===== config.mk =====
export PLATFORM = sky130hd
export DESIGN_NAME = double_ended_queue_flat
export DESIGN_NICKNAME = d
export VERILOG_FILES = /design/src/hdl/deq_pkg.sv /design/src/hdl/deq_req_if.sv /design/src/hdl/deq_rsp_if.sv /design/src/hdl/double_ended_queue.sv /design/src/hdl/deq_ram.sv /design/src/flat_wrapper.sv
export SDC_FILE = /design/constraint.sdc
export NUM_CORES = 1
export LEC_CHECK = 0
export BUFFER_PORTS_ARGS = -buffer_cell sky130_fd_sc_hd__buf_2
export CAP_MARGIN = 25
export CORE_AREA = 2 2 206 208
export DETAILED_ROUTE_END_ITERATION = 8
export DIE_AREA = 0 0 208 210
export HOLD_SLACK_MARGIN = 0.06
export PLACE_DENSITY = 0.76
export REMOVE_ABC_BUFFERS = 1
export SYNTH_ARGS = -nofsm -noshare
export SYNTH_HDL_FRONTEND = slang
export SYNTH_SLANG_ARGS = --single-unit

===== constraint.sdc =====
create_clock -name clk -period 8.5 [get_ports clk]
set_clock_uncertainty 0.2 [all_clocks]
set_input_delay 0.85 -clock clk [delete_from_list [all_inputs] [get_ports clk]]
set_output_delay 0.85 -clock clk [all_outputs]
set_load 0.05 [all_outputs]

===== src/hdl/deq_pkg.sv =====
// ----------------------------------------------------------------------------
// deq_pkg
// Field widths, action codes and status codes of the double-ended queue.
// ----------------------------------------------------------------------------
`timescale 1ns / 1ps
`default_nettype none

package deq_pkg;

	localparam int ACT_W = 3;
	localparam int VAL_W = 32;
	localparam int STS_W = 2;

	// Action codes; 6 and 7 are ignored
	localparam logic [ACT_W-1:0] ACT_PUSH_FRONT = 3'd0;
	localparam logic [ACT_W-1:0] ACT_PUSH_BACK  = 3'd1;
	localparam logic [ACT_W-1:0] ACT_POP_FRONT  = 3'd2;
	localparam logic [ACT_W-1:0] ACT_POP_BACK   = 3'd3;
	localparam logic [ACT_W-1:0] ACT_LIST_FWD   = 3'd4;
	localparam logic [ACT_W-1:0] ACT_LIST_BWD   = 3'd5;

	// Result status codes
	localparam logic [STS_W-1:0] STS_OK    = 2'd0;
	localparam logic [STS_W-1:0] STS_EMPTY = 2'd1;
	localparam logic [STS_W-1:0] STS_FULL  = 2'd2;

endpackage

`default_nettype wire


===== src/hdl/deq_req_if.sv =====
// ----------------------------------------------------------------------------
// deq_req_if
// Request channel: action and value, with valid/ready handshake.
// ----------------------------------------------------------------------------
`timescale 1ns / 1ps
`default_nettype none

interface deq_req_if;
	import deq_pkg::*;

	logic                    valid;
	logic                    ready;
	logic [ACT_W-1:0]        action;
	logic signed [VAL_W-1:0] value;

	modport source  (output valid, action, value, input ready);
	modport sink    (input valid, action, value, output ready);
	modport monitor (input valid, ready, action, value);
endinterface

`default_nettype wire


===== src/hdl/deq_rsp_if.sv =====
// ----------------------------------------------------------------------------
// deq_rsp_if
// Result channel: value_out, status and last, with valid/ready handshake.
// ----------------------------------------------------------------------------
`timescale 1ns / 1ps
`default_nettype none

interface deq_rsp_if;
	import deq_pkg::*;

	logic                    valid;
	logic                    ready;
	logic signed [VAL_W-1:0] value_out;
	logic [STS_W-1:0]        status;
	logic                    last;

	modport source  (output valid, value_out, status, last, input ready);
	modport sink    (input valid, value_out, status, last, output ready);
	modport monitor (input valid, ready, value_out, status, last);
endinterface

`default_nettype wire


===== src/hdl/double_ended_queue.sv =====
// ----------------------------------------------------------------------------
// double_ended_queue
// Double-ended queue over a circular store addressed by front index and count.
// ----------------------------------------------------------------------------
//  Channel  Dir  Payload                    Results per item
//  req      in   action, value              -
//  rsp      out  value_out, status, last    push/empty: 1, pop: 1, list: count
//
//  Push, full push and empty pop/list: result is loaded straight into the
//  output register on accept; ignored actions give no result.
//  Pop: the store read data is registered, then loaded into the output register.
//  List of N elements: one read of the store per cycle while rsp does not stall.
//  req.ready is low while a pop or list drains and while rsp stalls.
//  Reset clears front index, count and control; the store is not cleared.
// ----------------------------------------------------------------------------
`timescale 1ns / 1ps
`default_nettype none

module double_ended_queue #(
	parameter int DEPTH      = 16,
	parameter int DATA_WIDTH = 32
) (
	input  wire logic  clk,
	input  wire logic  arst_n,
	deq_req_if.sink    req,
	deq_rsp_if.source  rsp
);
	import deq_pkg::*;

	localparam int AW = $clog2(DEPTH);
	localparam int CW = $clog2(DEPTH + 1);

	typedef enum logic [1:0] {
		ST_IDLE = 2'b01,
		ST_BUSY = 2'b10
	} state_t;

	state_t          state_q;
	logic [AW-1:0]   front_q;
	logic [CW-1:0]   occ_q;
	logic [CW-1:0]   n_q;
	logic [CW-1:0]   i_q;
	logic [CW-1:0]   s_q;
	logic            back_q;
	logic            rv_q;
	logic            ov_q;
	logic [VAL_W-1:0] out_val_q;
	logic [STS_W-1:0] out_sts_q;
	logic            out_last_q;

	logic                  we;
	logic [AW-1:0]         waddr;
	logic [DATA_WIDTH-1:0] wdata;
	logic                  re;
	logic [AW-1:0]         raddr;
	logic [DATA_WIDTH-1:0] rdata;

	logic            can_load;
	logic            accept;
	logic            full;
	logic            empty;
	logic            is_back;
	logic [CW-1:0]   rd_off;
	logic            busy_load;
	logic            busy_issue;
	logic            busy_last;

	// Input value into store width
	function automatic logic [DATA_WIDTH-1:0] to_store(input logic signed [VAL_W-1:0] v);
		logic signed [63:0] e;
		e = 64'(v);
		return e[DATA_WIDTH-1:0];
	endfunction

	// Stored value back to the 32-bit result field
	function automatic logic [VAL_W-1:0] to_out(input logic [DATA_WIDTH-1:0] d);
		logic signed [DATA_WIDTH-1:0] ds;
		logic signed [63:0]           e;
		ds = d;
		e  = 64'(ds);
		return e[VAL_W-1:0];
	endfunction

	// (front + offset) mod DEPTH, both operands below DEPTH
	function automatic logic [AW-1:0] slot(input logic [AW-1:0] f, input logic [CW-1:0] off);
		logic [CW:0] sum;
		sum = (CW+1)'(f) + (CW+1)'(off);
		if (sum >= (CW+1)'(DEPTH)) begin
			sum = sum - (CW+1)'(DEPTH);
		end
		return sum[AW-1:0];
	endfunction

	deq_ram #(
		.DEPTH      (DEPTH),
		.DATA_WIDTH (DATA_WIDTH)
	) u_ram (
		.clk   (clk),
		.we    (we),
		.waddr (waddr),
		.wdata (wdata),
		.re    (re),
		.raddr (raddr),
		.rdata (rdata)
	);

	// Handshake and status
	assign can_load  = !ov_q || rsp.ready;
	assign req.ready = (state_q == ST_IDLE) && can_load;
	assign accept    = req.valid && req.ready;
	assign full      = (occ_q == CW'(DEPTH));
	assign empty     = (occ_q == '0);
	assign is_back   = (req.action == ACT_POP_BACK) || (req.action == ACT_LIST_BWD);

	// Drain side: one read issued per cycle, interlocked with the output register
	assign busy_load  = (state_q == ST_BUSY) && rv_q && can_load;
	assign busy_issue = (state_q == ST_BUSY) && (i_q < n_q) && (!rv_q || busy_load);
	assign busy_last  = ((s_q + CW'(1)) == n_q);

	// Store write on an accepted push that fits
	always_comb begin
		we    = 1'b0;
		waddr = slot(front_q, occ_q);
		wdata = to_store(req.value);
		if (accept && !full) begin
			case (req.action)
				ACT_PUSH_FRONT: begin
					we    = 1'b1;
					waddr = (front_q == '0) ? AW'(DEPTH - 1) : front_q - AW'(1);
				end
				ACT_PUSH_BACK: begin
					we = 1'b1;
				end
				default: ;
			endcase
		end
	end

	// Store read: first element on accept, the rest while draining
	always_comb begin
		re     = 1'b0;
		rd_off = back_q ? (n_q - CW'(1) - i_q) : i_q;
		if (state_q == ST_IDLE) begin
			rd_off = is_back ? (occ_q - CW'(1)) : '0;
			if (accept && !empty) begin
				case (req.action)
					ACT_POP_FRONT, ACT_POP_BACK, ACT_LIST_FWD, ACT_LIST_BWD: re = 1'b1;
					default: ;
				endcase
			end
		end else begin
			re = busy_issue;
		end
		raddr = slot(front_q, rd_off);
	end

	// Control state
	always_ff @(posedge clk or negedge arst_n) begin
		if (!arst_n) begin
			state_q <= ST_IDLE;
			front_q <= '0;
			occ_q   <= '0;
			n_q     <= '0;
			i_q     <= '0;
			s_q     <= '0;
			back_q  <= 1'b0;
			rv_q    <= 1'b0;
		end else begin
			unique case (state_q)
				ST_IDLE: begin
					if (accept) begin
						case (req.action)
							ACT_PUSH_FRONT: begin
								if (!full) begin
									front_q <= waddr;
									occ_q   <= occ_q + CW'(1);
								end
							end
							ACT_PUSH_BACK: begin
								if (!full) begin
									occ_q <= occ_q + CW'(1);
								end
							end
							ACT_POP_FRONT, ACT_POP_BACK: begin
								if (!empty) begin
									if (req.action == ACT_POP_FRONT) begin
										front_q <= slot(front_q, CW'(1));
									end
									occ_q   <= occ_q - CW'(1);
									n_q     <= CW'(1);
									i_q     <= CW'(1);
									s_q     <= '0;
									back_q  <= 1'b0;
									rv_q    <= 1'b1;
									state_q <= ST_BUSY;
								end
							end
							ACT_LIST_FWD, ACT_LIST_BWD: begin
								if (!empty) begin
									n_q     <= occ_q;
									i_q     <= CW'(1);
									s_q     <= '0;
									back_q  <= is_back;
									rv_q    <= 1'b1;
									state_q <= ST_BUSY;
								end
							end
							default: ;
						endcase
					end
				end
				ST_BUSY: begin
					if (busy_issue) begin
						i_q  <= i_q + CW'(1);
						rv_q <= 1'b1;
					end else if (busy_load) begin
						rv_q <= 1'b0;
					end
					if (busy_load) begin
						s_q <= s_q + CW'(1);
						if (busy_last) begin
							state_q <= ST_IDLE;
						end
					end
				end
				default: state_q <= ST_IDLE;
			endcase
		end
	end

	// Output register valid
	always_ff @(posedge clk or negedge arst_n) begin
		if (!arst_n) begin
			ov_q <= 1'b0;
		end else if (busy_load) begin
			ov_q <= 1'b1;
		end else if (accept) begin
			case (req.action)
				ACT_PUSH_FRONT, ACT_PUSH_BACK: ov_q <= 1'b1;
				ACT_POP_FRONT, ACT_POP_BACK, ACT_LIST_FWD, ACT_LIST_BWD: ov_q <= empty;
				default: ov_q <= 1'b0;
			endcase
		end else if (rsp.ready) begin
			ov_q <= 1'b0;
		end
	end

	// Output register payload
	always_ff @(posedge clk) begin
		if (busy_load) begin
			out_val_q  <= to_out(rdata);
			out_sts_q  <= STS_OK;
			out_last_q <= busy_last;
		end else if (accept) begin
			out_last_q <= 1'b1;
			case (req.action)
				ACT_PUSH_FRONT, ACT_PUSH_BACK: begin
					out_val_q <= to_out(to_store(req.value));
					out_sts_q <= full ? STS_FULL : STS_OK;
				end
				default: begin
					out_val_q <= '0;
					out_sts_q <= STS_EMPTY;
				end
			endcase
		end
	end

	assign rsp.valid     = ov_q;
	assign rsp.value_out = out_val_q;
	assign rsp.status    = out_sts_q;
	assign rsp.last      = out_last_q;

endmodule

`default_nettype wire


===== src/hdl/deq_ram.sv =====
// ----------------------------------------------------------------------------
// deq_ram
// Element store: one write port, one read port with registered read data.
// Read data holds until the next read enable.
// ----------------------------------------------------------------------------
`timescale 1ns / 1ps
`default_nettype none

module deq_ram #(
	parameter int DEPTH      = 16,
	parameter int DATA_WIDTH = 32
) (
	input  wire logic                          clk,
	input  wire logic                          we,
	input  wire logic [$clog2(DEPTH)-1:0]      waddr,
	input  wire logic [DATA_WIDTH-1:0]         wdata,
	input  wire logic                          re,
	input  wire logic [$clog2(DEPTH)-1:0]      raddr,
	output logic      [DATA_WIDTH-1:0]         rdata
);

	logic [DATA_WIDTH-1:0] mem [DEPTH];

	// Write port
	always_ff @(posedge clk) begin
		if (we) begin
			mem[waddr] <= wdata;
		end
	end

	// Read port, registered read data
	always_ff @(posedge clk) begin
		if (re) begin
			rdata <= mem[raddr];
		end
	end

endmodule

`default_nettype wire


===== src/flat_wrapper.sv =====
// flat-port wrapper written by rule: the top's interface ports become plain ports
module double_ended_queue_flat import deq_pkg::*;
#(
	parameter int DEPTH      = 16,
	parameter int DATA_WIDTH = 32
)
  (clk, arst_n, req_valid, req_action, req_value, req_ready, rsp_valid, rsp_value_out, rsp_status, rsp_last, rsp_ready);
  deq_req_if req_i ();
  deq_rsp_if rsp_i ();
  input  wire logic clk;
  input  wire logic arst_n;
  input wire logic [$bits(req_i.valid)-1:0] req_valid;
  input wire logic [$bits(req_i.action)-1:0] req_action;
  input wire logic [$bits(req_i.value)-1:0] req_value;
  output wire logic [$bits(req_i.ready)-1:0] req_ready;
  output wire logic [$bits(rsp_i.valid)-1:0] rsp_valid;
  output wire logic [$bits(rsp_i.value_out)-1:0] rsp_value_out;
  output wire logic [$bits(rsp_i.status)-1:0] rsp_status;
  output wire logic [$bits(rsp_i.last)-1:0] rsp_last;
  input wire logic [$bits(rsp_i.ready)-1:0] rsp_ready;
  assign req_i.valid = req_valid;
  assign req_i.action = req_action;
  assign req_i.value = req_value;
  assign req_ready = req_i.ready;
  assign rsp_valid = rsp_i.valid;
  assign rsp_value_out = rsp_i.value_out;
  assign rsp_status = rsp_i.status;
  assign rsp_last = rsp_i.last;
  assign rsp_i.ready = rsp_ready;
  double_ended_queue #(.DEPTH(DEPTH), .DATA_WIDTH(DATA_WIDTH)) u_core (.clk(clk), .arst_n(arst_n), .req(req_i), .rsp(rsp_i));
endmodule

==> impl_metrics.json <==
{
  "status": "completed",
  "synth_flop_cell": "edfxtp_1",
  "drive_gt1_share_pct": 24.5,
  "synthTopCellsByArea": "edfxtp_1 (71%), mux4_2 (12%), mux2i_1 (4.2%)",
  "leakagePower_nw": 9.35,
  "crit_required_ns": 8.62,
  "ys_types": 64,
  "drt-met1-wl_um": 20900,
  "drt-total-wl_um": 53400,
  "synth_xor_area_share_pct": 0.847,
  "yosys-mux-area-fraction_pct": 16.1,
  "syn_to_final_growth_pct": 12.7,
  "row_count": 75,
  "die_area_um2": 43700,
  "swShare_pct": 34.7,
  "viasPerCell": 6.40,
  "fin_util_pct": 66.6,
  "crit_fanout": 60,
  "drcViolationCount": 0,
  "drt_first_pass_iters": 5,
  "cap_violations": 0,
  "postCtsResizedCells": 0,
  "ctsHoldBuffers": 0,
  "syn_area_um2": 24500,
  "intPower_mw": 7.97,
  "top_layer": "met5",
  "power.share.sequential_pct": 32.1,
  "ys_seq_elements": 608,
  "antenna_cells": 0,
  "gp_congestion": 0.820,
  "synthSimpleGateAreaFrac_pct": 4.15,
  "finalHoldViolCount": 0,
  "synth_top_area_share_pct": 70.7,
  "synth_top_area_cell": "edfxtp_1",
  "cp-start-kind": "register",
  "synth_fa_ha_area_share_pct": 1.62,
  "synth_edf_count": 577,
  "dp_hpwl_um": 26800,
  "period_share_pct": 55.4,
  "clkSinkCount": 608,
  "synth_compound_area_share_pct": 2.03,
  "grt_setup_unrepaired": "no",
  "cts_max_path_buffers": 3,
  "path_clk_slew_ns": 0.06,
  "wl_met2_um": 27000,
  "slew_headroom_pct": 32.8,
  "fillers": 2625,
  "postCtsSetupBuffers": 0,
  "grt_usage_pct": 24.9,
  "ys_seq_area_share_pct": 73.8,
  "critPathKind": "register to register",
  "start_util_pct": 59.1,
  "clk_latency_ns": 0.62,
  "p_clk_share_pct": 21.5,
  "arrival_ns": 4.83,
  "chipWidth_um": 208,
  "async_reset_ff_share_pct": 4.77,
  "grt-ovfl-total": 0,
  "htreeDepth": 2,
  "p_per_area_nw_per_um2": 442,
  "synth.most_common_cell": "edfxtp_1",
  "combPwrFrac_pct": 46.3,
  "peakVddDrop_v": 0.000601,
  "ioPinCount": 76,
  "core_um2": 41500,
  "ant_nets": 0,
  "die_y_um": 210,
  "cp-end-kind": "register",
  "numCtsBuffers": 58,
  "antenna_found_initial": 2,
  "synth_commonest_cells": "edfxtp_1 (577), mux4_2 (128), mux2i_1 (102), nand2_1 (97), nand3_1 (49)",
  "vias": 12500,
  "cts_tree": "done",
  "finalSetupViolCount": 0,
  "min_path_type": "input pin to asynchronous set/reset pin",
  "grt_pass1_vias": 12600,
  "fmaxAchievable_mhz": 212,
  "ys_warn_count": 0,
  "p_sw_mw": 4.23,
  "period_minus_slack_ns": 4.71,
  "synthCells": 1269,
  "port_buffers": 75,
  "drv_slew": 0,
  "setup-tns-final_ns": 0,
  "wire_per_inst_um": 27.3,
  "grt_max_degree": 89,
  "synth_top_family_by_area": "multiplexers",
  "design_area_um2": 27600,
  "tightest_slew_ns": 1.00,
  "drt_iter0_markers": 1411,
  "final_nets": 1438,
  "cts_root_buf": "clkbuf_16",
  "wl_met3_um": 4250,
  "syn_area_per_cell_um2": 19.3,
  "place_area_um2": 25700,
  "grt_pass1_wl_um": 79600
}
-- area by class of cell --
| cell class | instances | area (um2) | share of cell area (%) |
|---|---|---|---|
| repair buffers | 102 | 591 | 2.14 |
| clock buffers | 75 | 1550 | 5.60 |
| multi-input cells | 576 | 6240 | 22.6 |
| well taps | 539 | 674 | 2.44 |
| flip-flops and latches | 608 | 18100 | 65.5 |
| clock inverters | 34 | 394 | 1.43 |
| inverters | 23 | 86.3 | 0.312 |
-- state kept, by name, indices dropped and copies added, names as in the netlist --
name	flops
u_core.occ_q	5
u_core.front_q	4
u_core.back_q	1
u_core.rsp.status	2
u_core.i_q	5
u_core.u_ram.mem	512
u_core.rv_q	1
u_core.s_q	5
u_core.rsp.last	1
u_core.rsp.valid	1
u_core.rsp.value_out	32
u_core.state_q	2
u_core.u_ram.rdata	32
u_core.n_q	5
-- stage by stage --
stage	hold slack [ns]	setup WS, ns	power, mW	cells
final	0.0599	3.79	12.2	1957
after global placement	0.287	3.74	9.53	1848
after CTS	0.0749	3.75	12.3	1957
after detailed placement	0.293	3.68	9.65	1848
after floorplan	0.284	1.04	8.27	1207
after global routing	0.119	3.50	12.8	1957
-- final timing paths --
check / from / endpoint / slack, ns / depth (start not counted)
max reg2reg: u_core.i_q[0]$_DFFE_PN0P_ / u_core.u_ram.rdata[27]$_DFFE_PP_ / 3.79 / 13
min in group clk: u_core.u_ram.rdata[29]$_DFFE_PP_ / u_core.rsp.value_out[29]$_DFFE_PP_ / 0.31 / 2
min: arst_n / u_core.n_q[3]$_DFFE_PN0P_ / 0.06 / 1
min reg2reg: u_core.u_ram.rdata[29]$_DFFE_PP_ / u_core.rsp.value_out[29]$_DFFE_PP_ / 0.31 / 2
max: u_core.i_q[0]$_DFFE_PN0P_ / u_core.u_ram.rdata[27]$_DFFE_PP_ / 3.79 / 13
max in group asynchronous: arst_n / u_core.s_q[0]$_DFFE_PN0P_ / 7.57 / 1
-- critical path, cell delays in order (launching register included) --
cell	delay [ns]
dfrtp_1	0.43
inv_1	0.12
ha_1	0.21
inv_1	0.07
fa_1	0.42
nand2_1	0.07
o21ai_0	0.09
o21ai_0	0.27
inv_1	0.09
fa_4	0.93
buf_4	0.75
mux4_2	0.42
mux2i_1	0.16
mux2i_1	0.09
-- layout by cell type, fill, tap and decap left out, types with 3 or more instances in the layout --
cell	n
ha_1	25
mux2i_1	102
xnor2_1	11
buf_4	26
nand4_1	3
a31oi_1	3
o21ai_0	19
mux4_2	128
nand2_1	96
nor2_1	16
clkinv_2	10
nor2b_1	3
o22ai_1	4
inv_1	23
nand3_1	48
clkinv_1	11
buf_2	75
a21o_1	6
xor2_1	9
o211ai_1	3
bufinv_16	9
nor2_4	16
edfxtp_1	577
a211o_1	3
dfrtp_1	28
nand2b_1	4
clkbuf_16	59
a21oi_1	15
clkbuf_1	15
nor3_1	10
-- layer usage --
metal  vias up  global-route usage (%)
met2       634                    41.4
met4         2                    8.63
li1       5305                       -
met1      6497                    34.9
met5         -                       0
met3        85                    3.17
-- kinds of logic after synthesis --
kind of cell	after synthesis
buffers and inverters	85
xor gates and xnor gates	22
adders and majority gates	30
and+or+nand+nor	217
muxes	232
AOI/OAI and AO/OA	75
DFF	608
-- power groups by stage --
stage          logic (mW)  registers (mW)  clock network (mW)
2_1_floorplan        4.16            4.11                   0
3_3_place_gp         5.57            3.96                   0
3_5_place_dp         5.67            3.97                   0
4_1_cts              5.73            3.92                2.66
5_1_grt              6.06            3.95                2.77
6_report             5.65            3.92                2.63
Note: power is estimated with default switching activity, not from simulation.
